<file path="config.mk">
export PLATFORM = sky130hd
export DESIGN_NAME = link_markup_stripper_top
export DESIGN_NICKNAME = d
export VERILOG_FILES = /design/src/rtl/lms_pkg.sv /design/src/rtl/link_markup_stripper_top.sv /design/src/rtl/lms_decode.sv /design/src/rtl/lms_out_fifo.sv
export SDC_FILE = /design/constraint.sdc
export NUM_CORES = 1
export LEC_CHECK = 0
export ABC_AREA = 1
export BUFFER_PORTS_ARGS = -buffer_cell sky130_fd_sc_hd__buf_2
export CORE_AREA = 2 2 74 83
export CTS_BUF_LIST = sky130_fd_sc_hd__clkbuf_4
export CTS_CLUSTER_DIAMETER = 200
export DETAILED_ROUTE_END_ITERATION = 8
export DIE_AREA = 0 0 76 85
export GPL_ROUTABILITY_DRIVEN = 0
export PLACE_DENSITY = 0.91
export SLEW_MARGIN = 30
export SYNTH_ARGS = -nofsm -noshare
export SYNTH_HDL_FRONTEND = slang
export SYNTH_SLANG_ARGS = --single-unit
</file>
<file path="constraint.sdc">
create_clock -name clk -period 11.92 [get_ports clk]
set_clock_uncertainty 0.2 [all_clocks]
set_input_delay 2.98 -clock clk [delete_from_list [all_inputs] [get_ports clk]]
set_output_delay 2.98 -clock clk [all_outputs]
set_load 0.01 [all_outputs]
</file>
<file path="src/rtl/lms_pkg.sv">
// ----------------------------------------------------------------------------
// lms_pkg
// Shared types and character codes for the link markup stripper.
// ----------------------------------------------------------------------------
package lms_pkg;

  localparam logic [7:0] CH_PIPE   = 8'h7C;
  localparam logic [7:0] CH_LC_C   = 8'h63;
  localparam logic [7:0] CH_UC_C   = 8'h43;
  localparam logic [7:0] CH_UC_H   = 8'h48;
  localparam logic [7:0] CH_LC_H   = 8'h68;
  localparam logic [7:0] CH_LC_R   = 8'h72;
  localparam logic [7:0] CH_UC_R   = 8'h52;
  localparam logic [7:0] CH_LBRACK = 8'h5B;
  localparam logic [7:0] CH_RBRACK = 8'h5D;

  localparam logic [3:0] COLOUR_LEN = 4'd8;

  localparam int unsigned QDEPTH = 4;
  localparam int unsigned QAW    = $clog2(QDEPTH);

  typedef struct packed {
    logic       pipe_pending;
    logic [3:0] skip_left;
    logic       skip_to_pipe;
  } strip_state_t;

  typedef struct packed {
    logic [7:0] out_byte;
    logic       has_byte;
    logic       run_last;
    logic       text_end;
  } result_t;

endpackage

</file>
<file path="src/rtl/link_markup_stripper_top.sv">
// ----------------------------------------------------------------------------
// link_markup_stripper_top
// Strips link markup from a chat byte stream, one byte per cycle while in_ready is high.
//
//   channel | ports                                             | dir
//   --------+---------------------------------------------------+-----
//   input   | in_valid in_ready in_byte in_last                  | in
//   result  | out_valid out_ready out_byte out_has_byte          | out
//           | out_run_last out_text_end                          |
//
// One request per cycle is taken while the result queue has two free
// slots; each request is decoded in the cycle it is taken and its 0..2
// results are written to a 4-entry queue, first result visible next cycle.
// A request giving two results hands them out one at a time.
// Synchronous active-low reset clears parser state and the queue.
// ----------------------------------------------------------------------------
module link_markup_stripper_top (
  input  logic       clk,
  input  logic       rst_n,
  input  logic       in_valid,
  output logic       in_ready,
  input  logic [7:0] in_byte,
  input  logic       in_last,
  output logic       out_valid,
  input  logic       out_ready,
  output logic [7:0] out_byte,
  output logic       out_has_byte,
  output logic       out_run_last,
  output logic       out_text_end
);
  import lms_pkg::*;

  strip_state_t st_r, st_nxt, dec_st;
  result_t      res0, res1, rd_data;
  logic [1:0]   res_cnt, wr_cnt;
  logic         acc;
  logic         room2;

  assign in_ready = room2;
  assign acc      = in_valid && in_ready;
  assign wr_cnt   = acc ? res_cnt : 2'd0;
  assign st_nxt   = acc ? dec_st : st_r;

  lms_decode u_dec (
    .st      (st_r),
    .in_byte (in_byte),
    .in_last (in_last),
    .st_nxt  (dec_st),
    .res0    (res0),
    .res1    (res1),
    .res_cnt (res_cnt)
  );

  lms_out_fifo u_q (
    .clk      (clk),
    .rst_n    (rst_n),
    .wr0      (res0),
    .wr1      (res1),
    .wr_cnt   (wr_cnt),
    .room2    (room2),
    .rd_valid (out_valid),
    .rd_ready (out_ready),
    .rd_data  (rd_data)
  );

  always_ff @(posedge clk) begin
    if (!rst_n) begin
      st_r <= '0;
    end else begin
      st_r <= st_nxt;
    end
  end

  assign out_byte     = rd_data.out_byte;
  assign out_has_byte = rd_data.has_byte;
  assign out_run_last = rd_data.run_last;
  assign out_text_end = rd_data.text_end;

endmodule

</file>
<file path="src/rtl/lms_decode.sv">
// ----------------------------------------------------------------------------
// lms_decode
// Per-byte markup decode: next parser state and up to two results.
// ----------------------------------------------------------------------------
module lms_decode (
  input  lms_pkg::strip_state_t st,
  input  logic [7:0]            in_byte,
  input  logic                  in_last,
  output lms_pkg::strip_state_t st_nxt,
  output lms_pkg::result_t      res0,
  output lms_pkg::result_t      res1,
  output logic [1:0]            res_cnt
);
  import lms_pkg::*;

  logic       emit_pipe;
  logic       emit_b;
  logic       plain_pipe;
  logic       plain_keep;
  logic       pend;
  logic       end_pipe;
  logic [7:0] b0;
  logic [7:0] b1;
  logic [1:0] nb;

  strip_state_t s;

  assign plain_pipe = (in_byte == CH_PIPE);
  assign plain_keep = !plain_pipe && (in_byte != CH_LBRACK) && (in_byte != CH_RBRACK);

  always_comb begin
    s         = st;
    emit_pipe = 1'b0;
    emit_b    = 1'b0;
    if (st.skip_left != 4'd0) begin
      s.skip_left = st.skip_left - 4'd1;
    end else if (st.skip_to_pipe) begin
      if (plain_pipe) begin
        s.skip_to_pipe = 1'b0;
        s.pipe_pending = 1'b1;
      end
    end else if (st.pipe_pending) begin
      s.pipe_pending = 1'b0;
      if (in_byte == CH_LC_C || in_byte == CH_UC_C) begin
        s.skip_left = COLOUR_LEN;
      end else if (in_byte == CH_UC_H) begin
        s.skip_to_pipe = 1'b1;
      end else if (in_byte == CH_LC_H || in_byte == CH_LC_R || in_byte == CH_UC_R) begin
        s.pipe_pending = 1'b0;
      end else begin
        emit_pipe      = 1'b1;
        s.pipe_pending = plain_pipe;
        emit_b         = plain_keep;
      end
    end else begin
      s.pipe_pending = plain_pipe;
      emit_b         = plain_keep;
    end
  end

  assign pend     = s.pipe_pending;
  assign end_pipe = in_last && pend;

  always_comb begin
    nb = 2'd0;
    b0 = 8'd0;
    b1 = 8'd0;
    if (emit_pipe) begin
      b0 = CH_PIPE;
      nb = 2'd1;
      if (emit_b) begin
        b1 = in_byte;
        nb = 2'd2;
      end else if (end_pipe) begin
        b1 = CH_PIPE;
        nb = 2'd2;
      end
    end else if (emit_b) begin
      b0 = in_byte;
      nb = 2'd1;
      if (end_pipe) begin
        b1 = CH_PIPE;
        nb = 2'd2;
      end
    end else if (end_pipe) begin
      b0 = CH_PIPE;
      nb = 2'd1;
    end
  end

  always_comb begin
    res0.out_byte = b0;
    res0.has_byte = (nb != 2'd0);
    res0.run_last = (nb != 2'd2);
    res0.text_end = in_last && (nb != 2'd2);
    res1.out_byte = b1;
    res1.has_byte = 1'b1;
    res1.run_last = 1'b1;
    res1.text_end = in_last;
    if (nb == 2'd0) begin
      res_cnt = in_last ? 2'd1 : 2'd0;
    end else begin
      res_cnt = nb;
    end
    if (in_last) begin
      st_nxt = '0;
    end else begin
      st_nxt = s;
    end
  end

endmodule

</file>
<file path="src/rtl/lms_out_fifo.sv">
// ----------------------------------------------------------------------------
// lms_out_fifo
// Result queue: takes up to two results a cycle, hands out one while rd_ready is high.
// ----------------------------------------------------------------------------
module lms_out_fifo (
  input  logic             clk,
  input  logic             rst_n,
  input  lms_pkg::result_t wr0,
  input  lms_pkg::result_t wr1,
  input  logic [1:0]       wr_cnt,
  output logic             room2,
  output logic             rd_valid,
  input  logic             rd_ready,
  output lms_pkg::result_t rd_data
);
  import lms_pkg::*;

  result_t          mem_r [QDEPTH];
  logic [QAW-1:0]   wp_r, wp_nxt;
  logic [QAW-1:0]   rp_r, rp_nxt;
  logic [QAW:0]     cnt_r, cnt_nxt;
  logic [QAW-1:0]   wp1;
  logic             pop;

  assign wp1      = wp_r + QAW'(1);
  assign rd_valid = (cnt_r != '0);
  assign rd_data  = mem_r[rp_r];
  assign pop      = rd_valid && rd_ready;
  assign room2    = (cnt_r <= (QAW+1)'(QDEPTH - 2));

  assign wp_nxt  = wp_r + QAW'(wr_cnt);
  assign rp_nxt  = rp_r + QAW'(pop);
  assign cnt_nxt = cnt_r + (QAW+1)'(wr_cnt) - (QAW+1)'(pop);

  always_ff @(posedge clk) begin
    if (!rst_n) begin
      wp_r  <= '0;
      rp_r  <= '0;
      cnt_r <= '0;
    end else begin
      wp_r  <= wp_nxt;
      rp_r  <= rp_nxt;
      cnt_r <= cnt_nxt;
    end
  end

  always_ff @(posedge clk) begin
    if (wr_cnt != 2'd0) begin
      mem_r[wp_r] <= wr0;
    end
    if (wr_cnt == 2'd2) begin
      mem_r[wp1] <= wr1;
    end
  end

endmodule
</file>
==> report_table.html, run 1 <==
<table>
<tr><th>Metric</th><th>Value</th></tr>
<tr><th colspan="2">Outcome</th></tr>
<tr><td>Result of the run</td><td>finished, final reports clean</td></tr>
<tr><th colspan="2">Drt</th></tr>
<tr><td>Number of vias after detailed routing</td><td>3379</td></tr>
<tr><td>Number of iterations in the first detailed-routing pass</td><td>6</td></tr>
<tr><td>Average wire per standard cell</td><td>14.59 um</td></tr>
<tr><td>Final ANT Viol Nets</td><td>0</td></tr>
<tr><td>Number of DRC violations after detailed-routing iteration 0</td><td>440</td></tr>
<tr><td>Drt drc</td><td>0</td></tr>
<tr><td>Vias per inst</td><td>5.856</td></tr>
<tr><td>Overall routed net length</td><td>8418 um</td></tr>
<tr><th colspan="2">GRT</th></tr>
<tr><td>Global Route Usage Sum</td><td>0.2727</td></tr>
<tr><td>Largest net degree at the start of global routing</td><td>36</td></tr>
<tr><td>Number of antenna violations at the first check in global routing</td><td>0</td></tr>
<tr><td>Via count of the first global-routing pass</td><td>3030</td></tr>
<tr><td>Residual overflow from global routing</td><td>0</td></tr>
<tr><td>Global-route wire length before repair</td><td>14070 um</td></tr>
<tr><th colspan="2">Layout</th></tr>
<tr><td>Layout cells sized above 1</td><td>0.1220</td></tr>
<tr><td>Reg area</td><td>1501 sq um</td></tr>
<tr><td>Multi-input gate area in the final layout</td><td>1723 sq um</td></tr>
<tr><td>Final core utilization</td><td>0.6710</td></tr>
<tr><td>Number of fill cells in the layout</td><td>483</td></tr>
<tr><td>Area growth, synth to finish</td><td>7.255%</td></tr>
<tr><td>Net count of the finished layout</td><td>518</td></tr>
<tr><td>Number of diodes</td><td>0</td></tr>
<tr><td>Leading cell types in the layout, fill and taps excluded</td><td>nand2_1 (147), inv_1 (50), nor2_1 (48)</td></tr>
<tr><td>Total non-filler cell area in the finished layout</td><td>3774 sq um</td></tr>
<tr><td>Most frequent standard cell in the layout excluding fill and tap cells</td><td>nand2_1</td></tr>
<tr><td>Final Non-Filler Cells</td><td>577</td></tr>
<tr><th colspan="2">Power</th></tr>
<tr><td>Maximum vdd drop</td><td>0.0001387 V</td></tr>
<tr><td>Power per standard cell area</td><td>200.2 nW/um^2</td></tr>
<tr><td>Post-layout power</td><td>0.0007555 W</td></tr>
<tr><td>Leakage component of the power</td><td>1.816 nW</td></tr>
<tr><th colspan="2">Critical path</th></tr>
<tr><td>Data arrival at the endpoint of the critical path</td><td>6730 ps</td></tr>
<tr><td>Startpoint class of the critical path</td><td>primary input</td></tr>
<tr><td>Reg-to-reg startpoint</td><td>st_r[1]</td></tr>
<tr><td>Register-to-Register Path Depth</td><td>18</td></tr>
<tr><td>Critical Path Fanout Max</td><td>34</td></tr>
<tr><td>First element of the critical path</td><td>in_byte[7]</td></tr>
<tr><td>Worst setup path class</td><td>primary input to flop</td></tr>
<tr><td>Critical path capture point</td><td>u_q.cnt_r[2]</td></tr>
<tr><td>Critical R2R Capture</td><td>u_q.cnt_r[2]</td></tr>
<tr><td>Setup slack on the worst flop-to-flop path</td><td>7510 ps</td></tr>
<tr><td>Required @ worst endpoint</td><td>12020 ps</td></tr>
<tr><td>Kind of capture point of the worst setup path</td><td>flop</td></tr>
<tr><th colspan="2">Clocking</th></tr>
<tr><td>Number of H-tree branching levels</td><td>3</td></tr>
<tr><td>Clock slew at reported path FFs</td><td>100 ps</td></tr>
<tr><td>Clock root buffer</td><td>clkbuf_4</td></tr>
<tr><td>Clock Sinks</td><td>57</td></tr>
<tr><td>Total of cells resized after clock tree synthesis</td><td>0</td></tr>
<tr><td>Clock buffers created by TritonCTS</td><td>9</td></tr>
<tr><td>Post-CTS setup buffer count</td><td>0</td></tr>
<tr><td>Hold-fix buffers, CTS</td><td>0</td></tr>
<tr><td>Clock tree from TritonCTS</td><td>done</td></tr>
<tr><td>Clock network latency to the later pin of the worst-skew pair</td><td>410 ps</td></tr>
<tr><td>Clock Path Buffers</td><td>2</td></tr>
<tr><th colspan="2">Floorplanning</th></tr>
<tr><td>Starting utilization of the core area</td><td>0.6256</td></tr>
<tr><td>Placement Rows</td><td>29</td></tr>
<tr><td>Die Wd</td><td>76 um</td></tr>
<tr><td>Die Y-Extent</td><td>85 um</td></tr>
<tr><td>Std-Cell Core Area</td><td>5624 sq um</td></tr>
<tr><td>Die area</td><td>6460 sq um</td></tr>
<tr><td>IO Count</td><td>26</td></tr>
<tr><th colspan="2">Timing</th></tr>
<tr><td>Max-slew violation count</td><td>0</td></tr>
<tr><td>Setup Viol. Count Final</td><td>0</td></tr>
<tr><td>Period Utilization, post-route</td><td>0.5556</td></tr>
<tr><td>Worst relative slew slack</td><td>0.4041</td></tr>
<tr><td>Aggregate negative setup slack</td><td>0 ps</td></tr>
<tr><td>Maximum operating frequency</td><td>151.0 MHz</td></tr>
<tr><td>Unrepaired setup endpoints after global routing</td><td>false</td></tr>
<tr><td>Post-layout min period</td><td>6623 ps</td></tr>
<tr><td>Worst-margin pin slew</td><td>890.5 ps</td></tr>
<tr><td>Final Hold Fails</td><td>0</td></tr>
<tr><th colspan="2">Logic synthesis</th></tr>
<tr><td>Unique cell type count in the Yosys netlist</td><td>30</td></tr>
<tr><td>Gate Count Post-Synth</td><td>477</td></tr>
<tr><td>Synthesized area per cell</td><td>7.376 sq um</td></tr>
<tr><td>Syn_nets</td><td>500</td></tr>
<tr><td>Post-Synthesis Cell Area</td><td>3518 sq um</td></tr>
<tr><td>Yosys reg bits</td><td>57</td></tr>
<tr><td>Synth Warn #</td><td>0</td></tr>
<tr><td>Proportion of synthesized chip area in sequential cells</td><td>0.4267</td></tr>
<tr><th colspan="2">Hold path</th></tr>
<tr><td>Worst hold path class</td><td>flop to flop</td></tr>
<tr><th colspan="2">Placed design</th></tr>
<tr><td>Post-detailed-placement half-perimeter wirelength</td><td>6093 um</td></tr>
<tr><td>Instance area at placement</td><td>3660 sq um</td></tr>
<tr><td>Post-placement cell count</td><td>561</td></tr>
<tr><td>Port bufs</td><td>25</td></tr>
<tr><th colspan="2">Job</th></tr>
<tr><td>Max-cap violations</td><td>0</td></tr>
</table>
## where the power goes
part | internal [W] | total (W) | switching (W)
sequential | 0.000256 | 0.000278 | 0.0000218
combinational | 0.000109 | 0.000354 | 0.000245
clock | 0.0000540 | 0.000124 | 0.0000696
total | 0.000419 | 0.000755 | 0.000336
## area by class of cell
type / count / area share
tap: 77 / 0.02553
clock inverter: 2 / 0.002321
multi-input combinational: 346 / 0.4566
inverter: 55 / 0.05471
clock buffer: 14 / 0.02785
timing repair buffer: 26 / 0.03515
sequential: 57 / 0.3979
## sequential cells by signal (all words and copies together) (netlist names)
signal     flops
u_q.wp_r       2
u_q.rp_r       2
u_q.cnt_r      3
u_q.mem_r     44
st_r           6
## cells by family (layout without fill, tap and decap cells)
logic type                 count (synthesis)  count (layout)  synth area share
AOI/OAI and AO/OA                         57              57           0.09282
xor gates and xnor gates                   5               5           0.01245
adders and majority gates                 10              10           0.03770
buffers and inverters                     74              97           0.08357
DFF                                       57              57            0.4267
and+or+nand+nor                          274             274            0.3467
## stage by stage
stage / hold slack (ps) / setup slack [ps]
2_1_floorplan: 229.6 / 5838
3_3_place_gp: 245.9 / 5217
3_5_place_dp: 243.1 / 4959
4_1_cts: 268.4 / 5378
5_1_grt: 288.2 / 5005
6_report: 270.2 / 5297
## metal layers
layer  wire (um)  GRT usage  share of wire
met1        3455     0.3567           0.41
met2        3984     0.4489           0.47
met3         700    0.05000          0.083
met4         277     0.1190          0.033
met5           0          0              0
## how the worst min path moves through the flow
stage,start,endpoint,slack (ps),cells past startpoint
finish,u_q.mem_r[3][2],u_q.mem_r[3][2],270,2
global route,u_q.mem_r[3][2],u_q.mem_r[3][2],290,2
CTS,u_q.mem_r[3][2],u_q.mem_r[3][2],270,2
detailed placement,u_q.mem_r[3][2],u_q.mem_r[3][2],240,2
global placement,u_q.mem_r[3][2],u_q.mem_r[3][2],250,2
floorplan,u_q.mem_r[3][1],u_q.mem_r[3][1],230,2
## critical path: stages
cell and delay [ps]:
buf_2 110, inv_1 100, nand2_1 80, nor2_1 110, nand4_1 160, o22ai_1 190, nand2_1 260, ha_1 370
inv_1 100, nand3_2 160, nand2_2 170, nand3_2 520, ha_1 550, inv_1 50, ha_1 200, fa_1 370
o21ai_0 180, a21oi_1 50
## synth_stat cells
library cell	count	area share
ha_1	9	0.032
a211oi_1	2	0.0043
edfxtp_1	36	0.31
nand3_2	3	0.0085
inv_1	50	0.053
nor3_1	1	0.0014
xor2_1	4	0.010
nor2_2	2	0.0036
a31o_2	1	0.0025
buf_4	2	0.0043
nor3_2	3	0.0085
nand2_2	3	0.0053
clkbuf_1	10	0.011
nand4_4	1	0.0060
nor2_1	48	0.051
buf_2	7	0.010
o22ai_1	12	0.021
nand2_1	147	0.16
nand4_1	32	0.057
o21ai_1	4	0.0057
o21ai_0	26	0.037
o41ai_1	1	0.0025
fa_1	1	0.0057
dfxtp_1	21	0.12
inv_2	5	0.0053
xnor2_1	1	0.0025
nand3_1	34	0.048
a21oi_4	1	0.0046
a21oi_1	9	0.013
a21boi_0	1	0.0021
(Power assumes the default switching activity.)
==> run 2: changes to the inputs <==
- ABC_AREA: 1 -> 0
- CORE_AREA: 2 2 74 83 -> 2 2 72 81
- DIE_AREA: 0 0 76 85 -> 0 0 74 83
- PLACE_DENSITY: 0.91 -> 0.89
- clock period: 11.92 -> 6.5 ns (I/O delays scaled with it)
==> report_table.html, run 2 <==
<table>
<tr><th>Metric</th><th>Value</th></tr>
<tr><th colspan="2">Clocking</th></tr>
<tr><td>Clock Sinks</td><td>57 (unchanged)</td></tr>
<tr><td>Total of cells resized after clock tree synthesis</td><td>0 (unchanged)</td></tr>
<tr><td>Clock network latency to the later pin of the worst-skew pair</td><td>410 ps (about the same)</td></tr>
<tr><td>Number of H-tree branching levels</td><td>3 (unchanged)</td></tr>
<tr><td>Post-CTS setup buffer count</td><td>0 (unchanged)</td></tr>
<tr><td>Clock slew at reported path FFs</td><td>100 ps (about the same)</td></tr>
<tr><td>Clock tree from TritonCTS</td><td>done (unchanged)</td></tr>
<tr><td>Hold-fix buffers, CTS</td><td>0 (unchanged)</td></tr>
<tr><td>Clock root buffer</td><td>clkbuf_4 (unchanged)</td></tr>
<tr><td>Clock buffers created by TritonCTS</td><td>9 (unchanged)</td></tr>
<tr><td>Clock Path Buffers</td><td>2 (unchanged)</td></tr>
<tr><th colspan="2">Layout</th></tr>
<tr><td>Register with the most flip-flops</td><td>u_q.mem_r (unchanged)</td></tr>
<tr><td>Most frequent standard cell in the layout excluding fill and tap cells</td><td>edfxtp_1 (was nand2_1)</td></tr>
<tr><td>Leading registers by flop count</td><td>u_q.mem_r (44), st_r (6), u_q.cnt_r (3) (unchanged)</td></tr>
<tr><td>Leading cell types in the layout, fill and taps excluded</td><td>edfxtp_1 (36), buf_2 (25), nand2_1 (21), dfxtp_1 (21), o22ai_1 (20) (was nand2_1 (147), inv_1 (50), nor2_1 (48))</td></tr>
<tr><td>Number of diodes</td><td>0 (unchanged)</td></tr>
<tr><td>Area growth, synth to finish</td><td>9.066% (was 7.255%)</td></tr>
<tr><td>Reg area</td><td>1501 sq um (unchanged)</td></tr>
<tr><td>Number of fill cells in the layout</td><td>406 (was 483)</td></tr>
<tr><td>Layout cells sized above 1</td><td>0.2254 (was 0.1220)</td></tr>
<tr><td>Flip-flop count of the largest register, all copies and words added</td><td>44 (unchanged)</td></tr>
<tr><td>Final core utilization</td><td>0.6573 (was 0.6710)</td></tr>
<tr><td>Net count of the finished layout</td><td>333 (was 518)</td></tr>
<tr><td>Multi-input gate area in the final layout</td><td>1535 sq um (was 1723 sq um)</td></tr>
<tr><th colspan="2">Power</th></tr>
<tr><td>Power per standard cell area</td><td>356.6 nW/um^2 (was 200.2 nW/um^2)</td></tr>
<tr><td>Int Power</td><td>0.0008171 W (was 0.0004192 W)</td></tr>
<tr><td>Fraction of power consumed by the clock network</td><td>0.236 (was 0.164)</td></tr>
<tr><td>Net switching power</td><td>0.0004227 W (was 0.0003363 W)</td></tr>
<tr><td>Share of total power consumed by net switching</td><td>0.3409 (was 0.4451)</td></tr>
<tr><td>Post-layout power</td><td>0.001240 W (was 0.0007555 W)</td></tr>
<tr><td>Leakage component of the power</td><td>1.277 nW (was 1.816 nW)</td></tr>
<tr><td>Maximum vdd drop</td><td>0.0001706 V (was 0.0001387 V)</td></tr>
<tr><td>Part of the power in registers</td><td>0.424 (was 0.368)</td></tr>
<tr><td>Proportion of power drawn by combinational gates</td><td>0.340 (was 0.469)</td></tr>
<tr><th colspan="2">Drt</th></tr>
<tr><td>Number of DRC violations after detailed-routing iteration 0</td><td>300 (was 440)</td></tr>
<tr><td>Number of iterations in the first detailed-routing pass</td><td>5 (was 6)</td></tr>
<tr><td>Drt drc</td><td>0 (unchanged)</td></tr>
<tr><td>Final ANT Viol Nets</td><td>0 (unchanged)</td></tr>
<tr><td>Number of vias after detailed routing</td><td>2468 (was 3379)</td></tr>
<tr><td>Overall routed net length</td><td>6743 um (was 8418 um)</td></tr>
<tr><td>Vias per inst</td><td>6.328 (was 5.856)</td></tr>
<tr><td>Average wire per standard cell</td><td>17.29 um (was 14.59 um)</td></tr>
<tr><th colspan="2">Logic synthesis</th></tr>
<tr><td>Gate Count Post-Synth</td><td>288 (was 477)</td></tr>
<tr><td>Cell type with the highest aggregate area in the netlist</td><td>edfxtp_1 (unchanged)</td></tr>
<tr><td>Synth Warn #</td><td>0 (unchanged)</td></tr>
<tr><td>Syn_nets</td><td>311 (was 500)</td></tr>
<tr><td>Synthesized area per cell</td><td>11.07 sq um (was 7.376 sq um)</td></tr>
<tr><td>Commonest register cell after synthesis</td><td>edfxtp_1 (unchanged)</td></tr>
<tr><td>Yosys reg bits</td><td>57 (unchanged)</td></tr>
<tr><td>Biggest area contributors in the synthesized netlist</td><td>edfxtp_1 (34%), dfxtp_1 (13%), mux4_2 (7.8%), o22ai_1 (3.9%), ha_1 (3.5%) (was edfxtp_1 (31%), nand2_1 (16%), dfxtp_1 (12%), nand4_1 (5.7%), inv_1 (5.3%))</td></tr>
<tr><td>Most frequent cells after synthesis</td><td>edfxtp_1 (36), dfxtp_1 (21), nand2_1 (21), o22ai_1 (20) (was nand2_1 (147), inv_1 (50), nor2_1 (48), edfxtp_1 (36), nand3_1 (34))</td></tr>
<tr><td>Proportion of synthesized chip area in sequential cells</td><td>0.4710 (was 0.4267)</td></tr>
<tr><td>Share of synthesized flip-flops with an asynchronous set or reset</td><td>0 (unchanged)</td></tr>
<tr><td>Unique cell type count in the Yosys netlist</td><td>56 (was 30)</td></tr>
<tr><td>Area share of the largest cell type after synthesis</td><td>0.3391 (was 0.3073)</td></tr>
<tr><td>Post-Synthesis Cell Area</td><td>3188 sq um (was 3518 sq um)</td></tr>
<tr><td>Most used standard cell by instance count after synthesis</td><td>edfxtp_1 (was nand2_1)</td></tr>
<tr><td>Count of flip-flops with a built-in enable after synthesis</td><td>36 (unchanged)</td></tr>
<tr><th colspan="2">Critical path</th></tr>
<tr><td>Startpoint class of the critical path</td><td>primary input (unchanged)</td></tr>
<tr><td>Data arrival at the endpoint of the critical path</td><td>4990 ps (was 6730 ps)</td></tr>
<tr><td>Kind of capture point of the worst setup path</td><td>flop (unchanged)</td></tr>
<tr><td>Required @ worst endpoint</td><td>6620 ps (was 12020 ps)</td></tr>
<tr><td>Critical Path Fanout Max</td><td>12 (was 34)</td></tr>
<tr><td>Worst setup path class</td><td>primary input to flop (unchanged)</td></tr>
<tr><th colspan="2">Floorplanning</th></tr>
<tr><td>IO Count</td><td>26 (unchanged)</td></tr>
<tr><td>Die Wd</td><td>74 um (was 76 um)</td></tr>
<tr><td>Die Y-Extent</td><td>83 um (was 85 um)</td></tr>
<tr><td>Std-Cell Core Area</td><td>5290 sq um (was 5624 sq um)</td></tr>
<tr><td>Placement Rows</td><td>28 (was 29)</td></tr>
<tr><td>Starting utilization of the core area</td><td>0.6026 (was 0.6256)</td></tr>
<tr><td>Die area</td><td>6142 sq um (was 6460 sq um)</td></tr>
<tr><th colspan="2">GRT</th></tr>
<tr><td>Number of antenna violations at the first check in global routing</td><td>0 (unchanged)</td></tr>
<tr><td>Via count of the first global-routing pass</td><td>2362 (was 3030)</td></tr>
<tr><td>Global-route wire length before repair</td><td>11180 um (was 14070 um)</td></tr>
<tr><td>Residual overflow from global routing</td><td>0 (unchanged)</td></tr>
<tr><td>Largest net degree at the start of global routing</td><td>21 (was 36)</td></tr>
<tr><td>Global Route Usage Sum</td><td>0.2384 (was 0.2727)</td></tr>
<tr><th colspan="2">Timing</th></tr>
<tr><td>Unrepaired setup endpoints after global routing</td><td>false (unchanged)</td></tr>
<tr><td>Post-layout min period</td><td>4873 ps</td></tr>
<tr><td>Period Utilization, post-route</td><td>0.7497</td></tr>
<tr><td>Final Hold Fails</td><td>0 (unchanged)</td></tr>
<tr><td>Worst relative slew slack</td><td>0.4511 (was 0.4041)</td></tr>
<tr><td>Worst-margin pin slew</td><td>822.2 ps (was 890.5 ps)</td></tr>
<tr><td>Max-slew violation count</td><td>0 (unchanged)</td></tr>
<tr><td>Setup Viol. Count Final</td><td>0 (unchanged)</td></tr>
<tr><td>Aggregate negative setup slack</td><td>0 ps (unchanged)</td></tr>
<tr><td>Maximum operating frequency</td><td>205.2 MHz</td></tr>
<tr><th colspan="2">Hold path</th></tr>
<tr><td>Worst hold path class</td><td>flop to flop (unchanged)</td></tr>
<tr><th colspan="2">Placed design</th></tr>
<tr><td>Post-detailed-placement half-perimeter wirelength</td><td>4875 um (was 6093 um)</td></tr>
<tr><td>Port bufs</td><td>25 (unchanged)</td></tr>
<tr><th colspan="2">Outcome</th></tr>
<tr><td>Result of the run</td><td>finished, final reports clean (unchanged)</td></tr>
<tr><th colspan="2">Job</th></tr>
<tr><td>Max-cap violations</td><td>0 (unchanged)</td></tr>
</table>
## run 2: worst max-delay path, cell delays in order
cell and delay, ps:
buf_2 140, xnor2_1 200, o32a_1 170, o21ai_0 110, nor2_1 600, inv_1 100, ha_1 390, nor3_2 70
or3_4 410, ha_1 280, inv_1 40, ha_1 190, fa_1 370, xnor2_1 130, and2_1 150
## run 2: layout make-up
type,count,area share
sequential,57,0.4318
inverter,17,0.01835
clock buffer,10,0.02159
multi-input combinational,200,0.4415
tap,75,0.02699
clock inverter,6,0.02375
timing repair buffer,25,0.03598
## run 2: kinds of logic (layout without fill, tap and decap cells)
family | after synthesis | count (layout) | share of synthesized area
compound gates | 69 | 69 | 0.1503
xor+xnor | 8 | 8 | 0.02198
fa+ha+maj | 10 | 10 | 0.04160
buf+inv | 31 | 58 | 0.04748
flops | 57 | 57 | 0.4710
mux | 12 | 12 | 0.08242
simple gates | 101 | 101 | 0.1852
## run 2: routing by layer
metal  track usage  wire length (um)
met1        0.2808              2581
met2        0.3977              3456
met3       0.07039               477
met4       0.09752               227
met5             0                 0
## run 2: power by group through the flow
stage               logic [W]  registers, W  clock network (W)
finish               0.000422      0.000525           0.000292
global route         0.000467      0.000536           0.000311
CTS                  0.000423      0.000525           0.000295
detailed placement   0.000419      0.000532                  0
global placement     0.000405      0.000527                  0
floorplan            0.000341      0.000492                  0
## run 2: stage by stage
stage | setup WS, ps | instances | hold WS, ps | cell area (sq um)
3_3_place_gp | 1363 | 374 | 231.9 | 3319
2_1_floorplan | 1783 | 288 | 221.4 | 3188
6_report | 1627 | 390 | 294.8 | 3477
5_1_grt | 1325 | 390 | 325.0 | 3477
4_1_cts | 1665 | 390 | 294.5 | 3477
3_5_place_dp | 1238 | 374 | 241.2 | 3319
## run 2: path summary, 6_finish.rpt
path                                 startpoint               to  slack (ps)  depth (start not counted)
worst max-delay path                 in_byte[5]     u_q.cnt_r[2]        1630                         15
worst min-delay path            u_q.mem_r[2][2]  u_q.mem_r[2][2]         290                          2
worst max register to register          st_r[1]     u_q.cnt_r[2]        2190                         15
worst min register to register  u_q.mem_r[2][2]  u_q.mem_r[2][2]         290                          2
==> run 3: changes to the inputs <==
- CORE_AREA: 2 2 72 81 -> 2 2 75 85
- DIE_AREA: 0 0 74 83 -> 0 0 77 87
- PLACE_DENSITY: 0.89 -> 0.86
- clock period: 6.5 -> 4.2 ns (I/O delays scaled with it)
==> report_table.html, run 3 (synthesized netlist as in run 2, its figures left out) <==
<table>
<tr><th>Metric</th><th>Value</th></tr>
<tr><th colspan="2">Outcome</th></tr>
<tr><td>Result of the run</td><td>finished, final reports clean (unchanged)</td></tr>
<tr><th colspan="2">Clocking</th></tr>
<tr><td>Clock network latency to the later pin of the worst-skew pair</td><td>420 ps (was 410 ps)</td></tr>
<tr><td>Total of cells resized after clock tree synthesis</td><td>0 (unchanged)</td></tr>
<tr><td>Clock tree from TritonCTS</td><td>done (unchanged)</td></tr>
<tr><td>Clock Sinks</td><td>57 (unchanged)</td></tr>
<tr><td>Clock Path Buffers</td><td>2 (unchanged)</td></tr>
<tr><td>Clock buffers created by TritonCTS</td><td>9 (unchanged)</td></tr>
<tr><td>Hold-fix buffers, CTS</td><td>0 (unchanged)</td></tr>
<tr><td>Clock slew at reported path FFs</td><td>100 ps (about the same)</td></tr>
<tr><td>Post-CTS setup buffer count</td><td>0 (unchanged)</td></tr>
<tr><td>Number of H-tree branching levels</td><td>3 (unchanged)</td></tr>
<tr><td>Clock root buffer</td><td>clkbuf_4 (unchanged)</td></tr>
<tr><th colspan="2">Critical path</th></tr>
<tr><td>Critical R2R Capture</td><td>u_q.cnt_r[2] (unchanged)</td></tr>
<tr><td>Cell with the largest stage delay on the worst path</td><td>or3b_4 (was nor2_1)</td></tr>
<tr><td>Required @ worst endpoint</td><td>4320 ps (was 6620 ps)</td></tr>
<tr><td>Setup slack on the worst flop-to-flop path</td><td>230 ps (was 2190 ps)</td></tr>
<tr><td>Data arrival at the endpoint of the critical path</td><td>4080 ps (was 4990 ps)</td></tr>
<tr><td>Critical Path, Cell by Cell</td><td>inv_1 -&gt; ha_1 -&gt; or3b_4 -&gt; nor4_1 -&gt; o21ai_0 -&gt; ha_1 -&gt; nor3_2 -&gt; or3_4 -&gt; ha_1 -&gt; inv_1 -&gt; ha_1 -&gt; fa_1 -&gt; xnor2_1 -&gt; and2_1 (was buf_2 -&gt; xnor2_1 -&gt; o32a_1 -&gt; o21ai_0 -&gt; nor2_1 -&gt; inv_1 -&gt; ha_1 -&gt; nor3_2 -&gt; or3_4 -&gt; ha_1 -&gt; inv_1 -&gt; ha_1 -&gt; fa_1 -&gt; xnor2_1 -&gt; and2_1)</td></tr>
<tr><td>Register-to-Register Path Depth</td><td>14 (was 15)</td></tr>
<tr><td>Cell with the most instances on the worst path</td><td>ha_1 (unchanged)</td></tr>
<tr><td>Reg-to-reg startpoint</td><td>st_r[1] (unchanged)</td></tr>
<tr><td>Worst setup path class</td><td>flop to flop (was primary input to flop)</td></tr>
<tr><td>Max incr delay on CP</td><td>430 ps (was 600 ps)</td></tr>
<tr><td>Critical Path Fanout Max</td><td>4 (was 12)</td></tr>
<tr><td>Startpoint class of the critical path</td><td>flop (was primary input)</td></tr>
<tr><td>Kind of capture point of the worst setup path</td><td>flop (unchanged)</td></tr>
<tr><th colspan="2">Floorplanning</th></tr>
<tr><td>Die Wd</td><td>77 um (was 74 um)</td></tr>
<tr><td>Die Y-Extent</td><td>87 um (was 83 um)</td></tr>
<tr><td>Std-Cell Core Area</td><td>5931 sq um (was 5290 sq um)</td></tr>
<tr><td>Die area</td><td>6699 sq um (was 6142 sq um)</td></tr>
<tr><td>Placement Rows</td><td>30 (was 28)</td></tr>
<tr><td>Starting utilization of the core area</td><td>0.5376 (was 0.6026)</td></tr>
<tr><td>IO Count</td><td>26 (unchanged)</td></tr>
<tr><th colspan="2">Drt</th></tr>
<tr><td>Number of vias after detailed routing</td><td>2541 (was 2468)</td></tr>
<tr><td>Average wire per standard cell</td><td>17.38 um (was 17.29 um)</td></tr>
<tr><td>Vias per inst</td><td>6.094 (was 6.328)</td></tr>
<tr><td>Drt drc</td><td>0 (unchanged)</td></tr>
<tr><td>Final ANT Viol Nets</td><td>0 (unchanged)</td></tr>
<tr><td>Number of DRC violations after detailed-routing iteration 0</td><td>292 (was 300)</td></tr>
<tr><td>Overall routed net length</td><td>7247 um (was 6743 um)</td></tr>
<tr><td>Number of iterations in the first detailed-routing pass</td><td>6 (was 5)</td></tr>
<tr><th colspan="2">Power</th></tr>
<tr><td>Power per standard cell area</td><td>549.1 nW/um^2 (was 356.6 nW/um^2)</td></tr>
<tr><td>Leakage component of the power</td><td>1.385 nW (was 1.277 nW)</td></tr>
<tr><td>Maximum vdd drop</td><td>0.0002288 V (was 0.0001706 V)</td></tr>
<tr><th colspan="2">Timing</th></tr>
<tr><td>Unrepaired setup endpoints after global routing</td><td>false (unchanged)</td></tr>
<tr><td>Period Utilization, post-route</td><td>0.9452</td></tr>
<tr><td>Maximum operating frequency</td><td>251.9 MHz</td></tr>
<tr><td>Worst-margin pin slew</td><td>799.5 ps (was 822.2 ps)</td></tr>
<tr><td>Worst hold-check slack</td><td>289.8 ps (was 294.8 ps)</td></tr>
<tr><td>Worst relative slew slack</td><td>0.4663 (was 0.4511)</td></tr>
<tr><td>Max-slew violation count</td><td>0 (unchanged)</td></tr>
<tr><td>Final worst-path setup slack</td><td>230.3 ps (was 1627 ps)</td></tr>
<tr><td>Setup Viol. Count Final</td><td>0 (unchanged)</td></tr>
<tr><td>Post-layout min period</td><td>3970 ps</td></tr>
<tr><td>Final Hold Fails</td><td>0 (unchanged)</td></tr>
<tr><th colspan="2">Layout</th></tr>
<tr><td>Most frequent standard cell in the layout excluding fill and tap cells</td><td>edfxtp_1 (unchanged)</td></tr>
<tr><td>Net count of the finished layout</td><td>355 (was 333)</td></tr>
<tr><td>Number of diodes</td><td>0 (unchanged)</td></tr>
<tr><td>Leading registers by flop count</td><td>u_q.mem_r (44), st_r (6), u_q.cnt_r (3) (unchanged)</td></tr>
<tr><td>Number of fill cells in the layout</td><td>512 (was 406)</td></tr>
<tr><td>Area growth, synth to finish</td><td>15.03% (was 9.066%)</td></tr>
<tr><td>Layout cells sized above 1</td><td>0.2671 (was 0.2254)</td></tr>
<tr><td>Multi-input gate area in the final layout</td><td>1535 sq um (unchanged)</td></tr>
<tr><td>Flip-flop count of the largest register, all copies and words added</td><td>44 (unchanged)</td></tr>
<tr><td>Reg area</td><td>1501 sq um (unchanged)</td></tr>
<tr><td>Leading cell types in the layout, fill and taps excluded</td><td>edfxtp_1 (36), buf_2 (25), buf_4 (22) (was edfxtp_1 (36), buf_2 (25), nand2_1 (21), dfxtp_1 (21), o22ai_1 (20))</td></tr>
<tr><td>Register with the most flip-flops</td><td>u_q.mem_r (unchanged)</td></tr>
<tr><th colspan="2">GRT</th></tr>
<tr><td>Residual overflow from global routing</td><td>0 (unchanged)</td></tr>
<tr><td>Via count of the first global-routing pass</td><td>2462 (was 2362)</td></tr>
<tr><td>Number of antenna violations at the first check in global routing</td><td>0 (unchanged)</td></tr>
<tr><td>Global-route wire length before repair</td><td>12060 um (was 11180 um)</td></tr>
<tr><td>Largest net degree at the start of global routing</td><td>21 (unchanged)</td></tr>
<tr><td>Global Route Usage Sum</td><td>0.2336 (was 0.2384)</td></tr>
<tr><th colspan="2">Placed design</th></tr>
<tr><td>Post-detailed-placement half-perimeter wirelength</td><td>5298 um (was 4875 um)</td></tr>
<tr><td>Worst setup slack after placement</td><td>-54.60 ps (was 1238 ps)</td></tr>
<tr><td>Port bufs</td><td>25 (unchanged)</td></tr>
<tr><th colspan="2">Hold path</th></tr>
<tr><td>Origin of the worst min-delay path</td><td>u_q.mem_r[0][1] (was u_q.mem_r[2][2])</td></tr>
<tr><td>Worst-case hold path end point</td><td>u_q.mem_r[0][1] (was u_q.mem_r[2][2])</td></tr>
<tr><td>WHS Path Cells</td><td>1 (was 2)</td></tr>
<tr><td>Worst hold path class</td><td>flop to flop (unchanged)</td></tr>
<tr><th colspan="2">Job</th></tr>
<tr><td>Max-cap violations</td><td>0 (unchanged)</td></tr>
</table>
## run 3: cell types whose count changed in the layout (fill, tap and decap cells not counted)
cell	delta
buf_4	+22
bufinv_16	+1
clkbuf_4	-1
clkinv_1	+3
clkinv_2	-3
## run 3: how the worst max path moves through the flow
stage               slack (ps)            to  startpoint  cells after the start
detailed placement         -50  u_q.cnt_r[2]  in_byte[5]                     15
finish                     230  u_q.cnt_r[2]     st_r[1]                     14
global placement           100  u_q.cnt_r[2]  in_byte[7]                     13
floorplan                   60  u_q.cnt_r[2]  in_byte[2]                     15
global route                70  u_q.cnt_r[2]     st_r[1]                     15
CTS                        210  u_q.cnt_r[2]     st_r[1]                     14
## run 3: layout make-up
class | instances | area share
inverters | 17 | 0.01740
clock inverters | 7 | 0.02968
well taps | 80 | 0.02729
repair buffers | 47 | 0.07915
clock buffers | 9 | 0.01842
flip-flops and latches | 57 | 0.4094
multi-input cells | 200 | 0.4186
## run 3: worst max-delay path, delay by kind of cell (launching register included)
kind                     cells  cell delay, ps
XOR/XNOR                     1             140
adder cells (fa/ha/maj)      5            1420
flip-flops                   1             340
buffers and inverters        2             130
AND/OR/NAND/NOR              5            1450
AO/OA/AOI/OAI                1             210
## run 3: where the power goes
part           internal (W)  switching, W
sequential         0.000716     0.0000943
clock              0.000295      0.000212
combinational      0.000335      0.000361
total               0.00135      0.000668
## run 3: metal layers
layer  part of all wire  vias to the layer above  wire length, um  global-route usage
met4              0.044                        0              322              0.1429
met1               0.39                     1187             2795              0.2843
met5                  0                        -                0                   0
met3              0.075                       33              540             0.04979
li1                   -                     1196                -                   -
met2               0.50                      125             3589              0.3844
## run 3: stage by stage
step / power [W] / setup TNS, ps / instance area, sq um / cells / util
6_report: 0.002014 / 0 / 3667 / 417 / 0.6184
5_1_grt: 0.002127 / 0 / 3667 / 417 / 0.6184
4_1_cts: 0.002022 / 0 / 3667 / 417 / 0.6184
3_5_place_dp: 0.001519 / -56.51 / 3491 / 401 / 0.5886
3_3_place_gp: 0.001486 / 0 / 3491 / 401 / 0.5886
2_1_floorplan: 0.001289 / 0 / 3188 / 288 / -
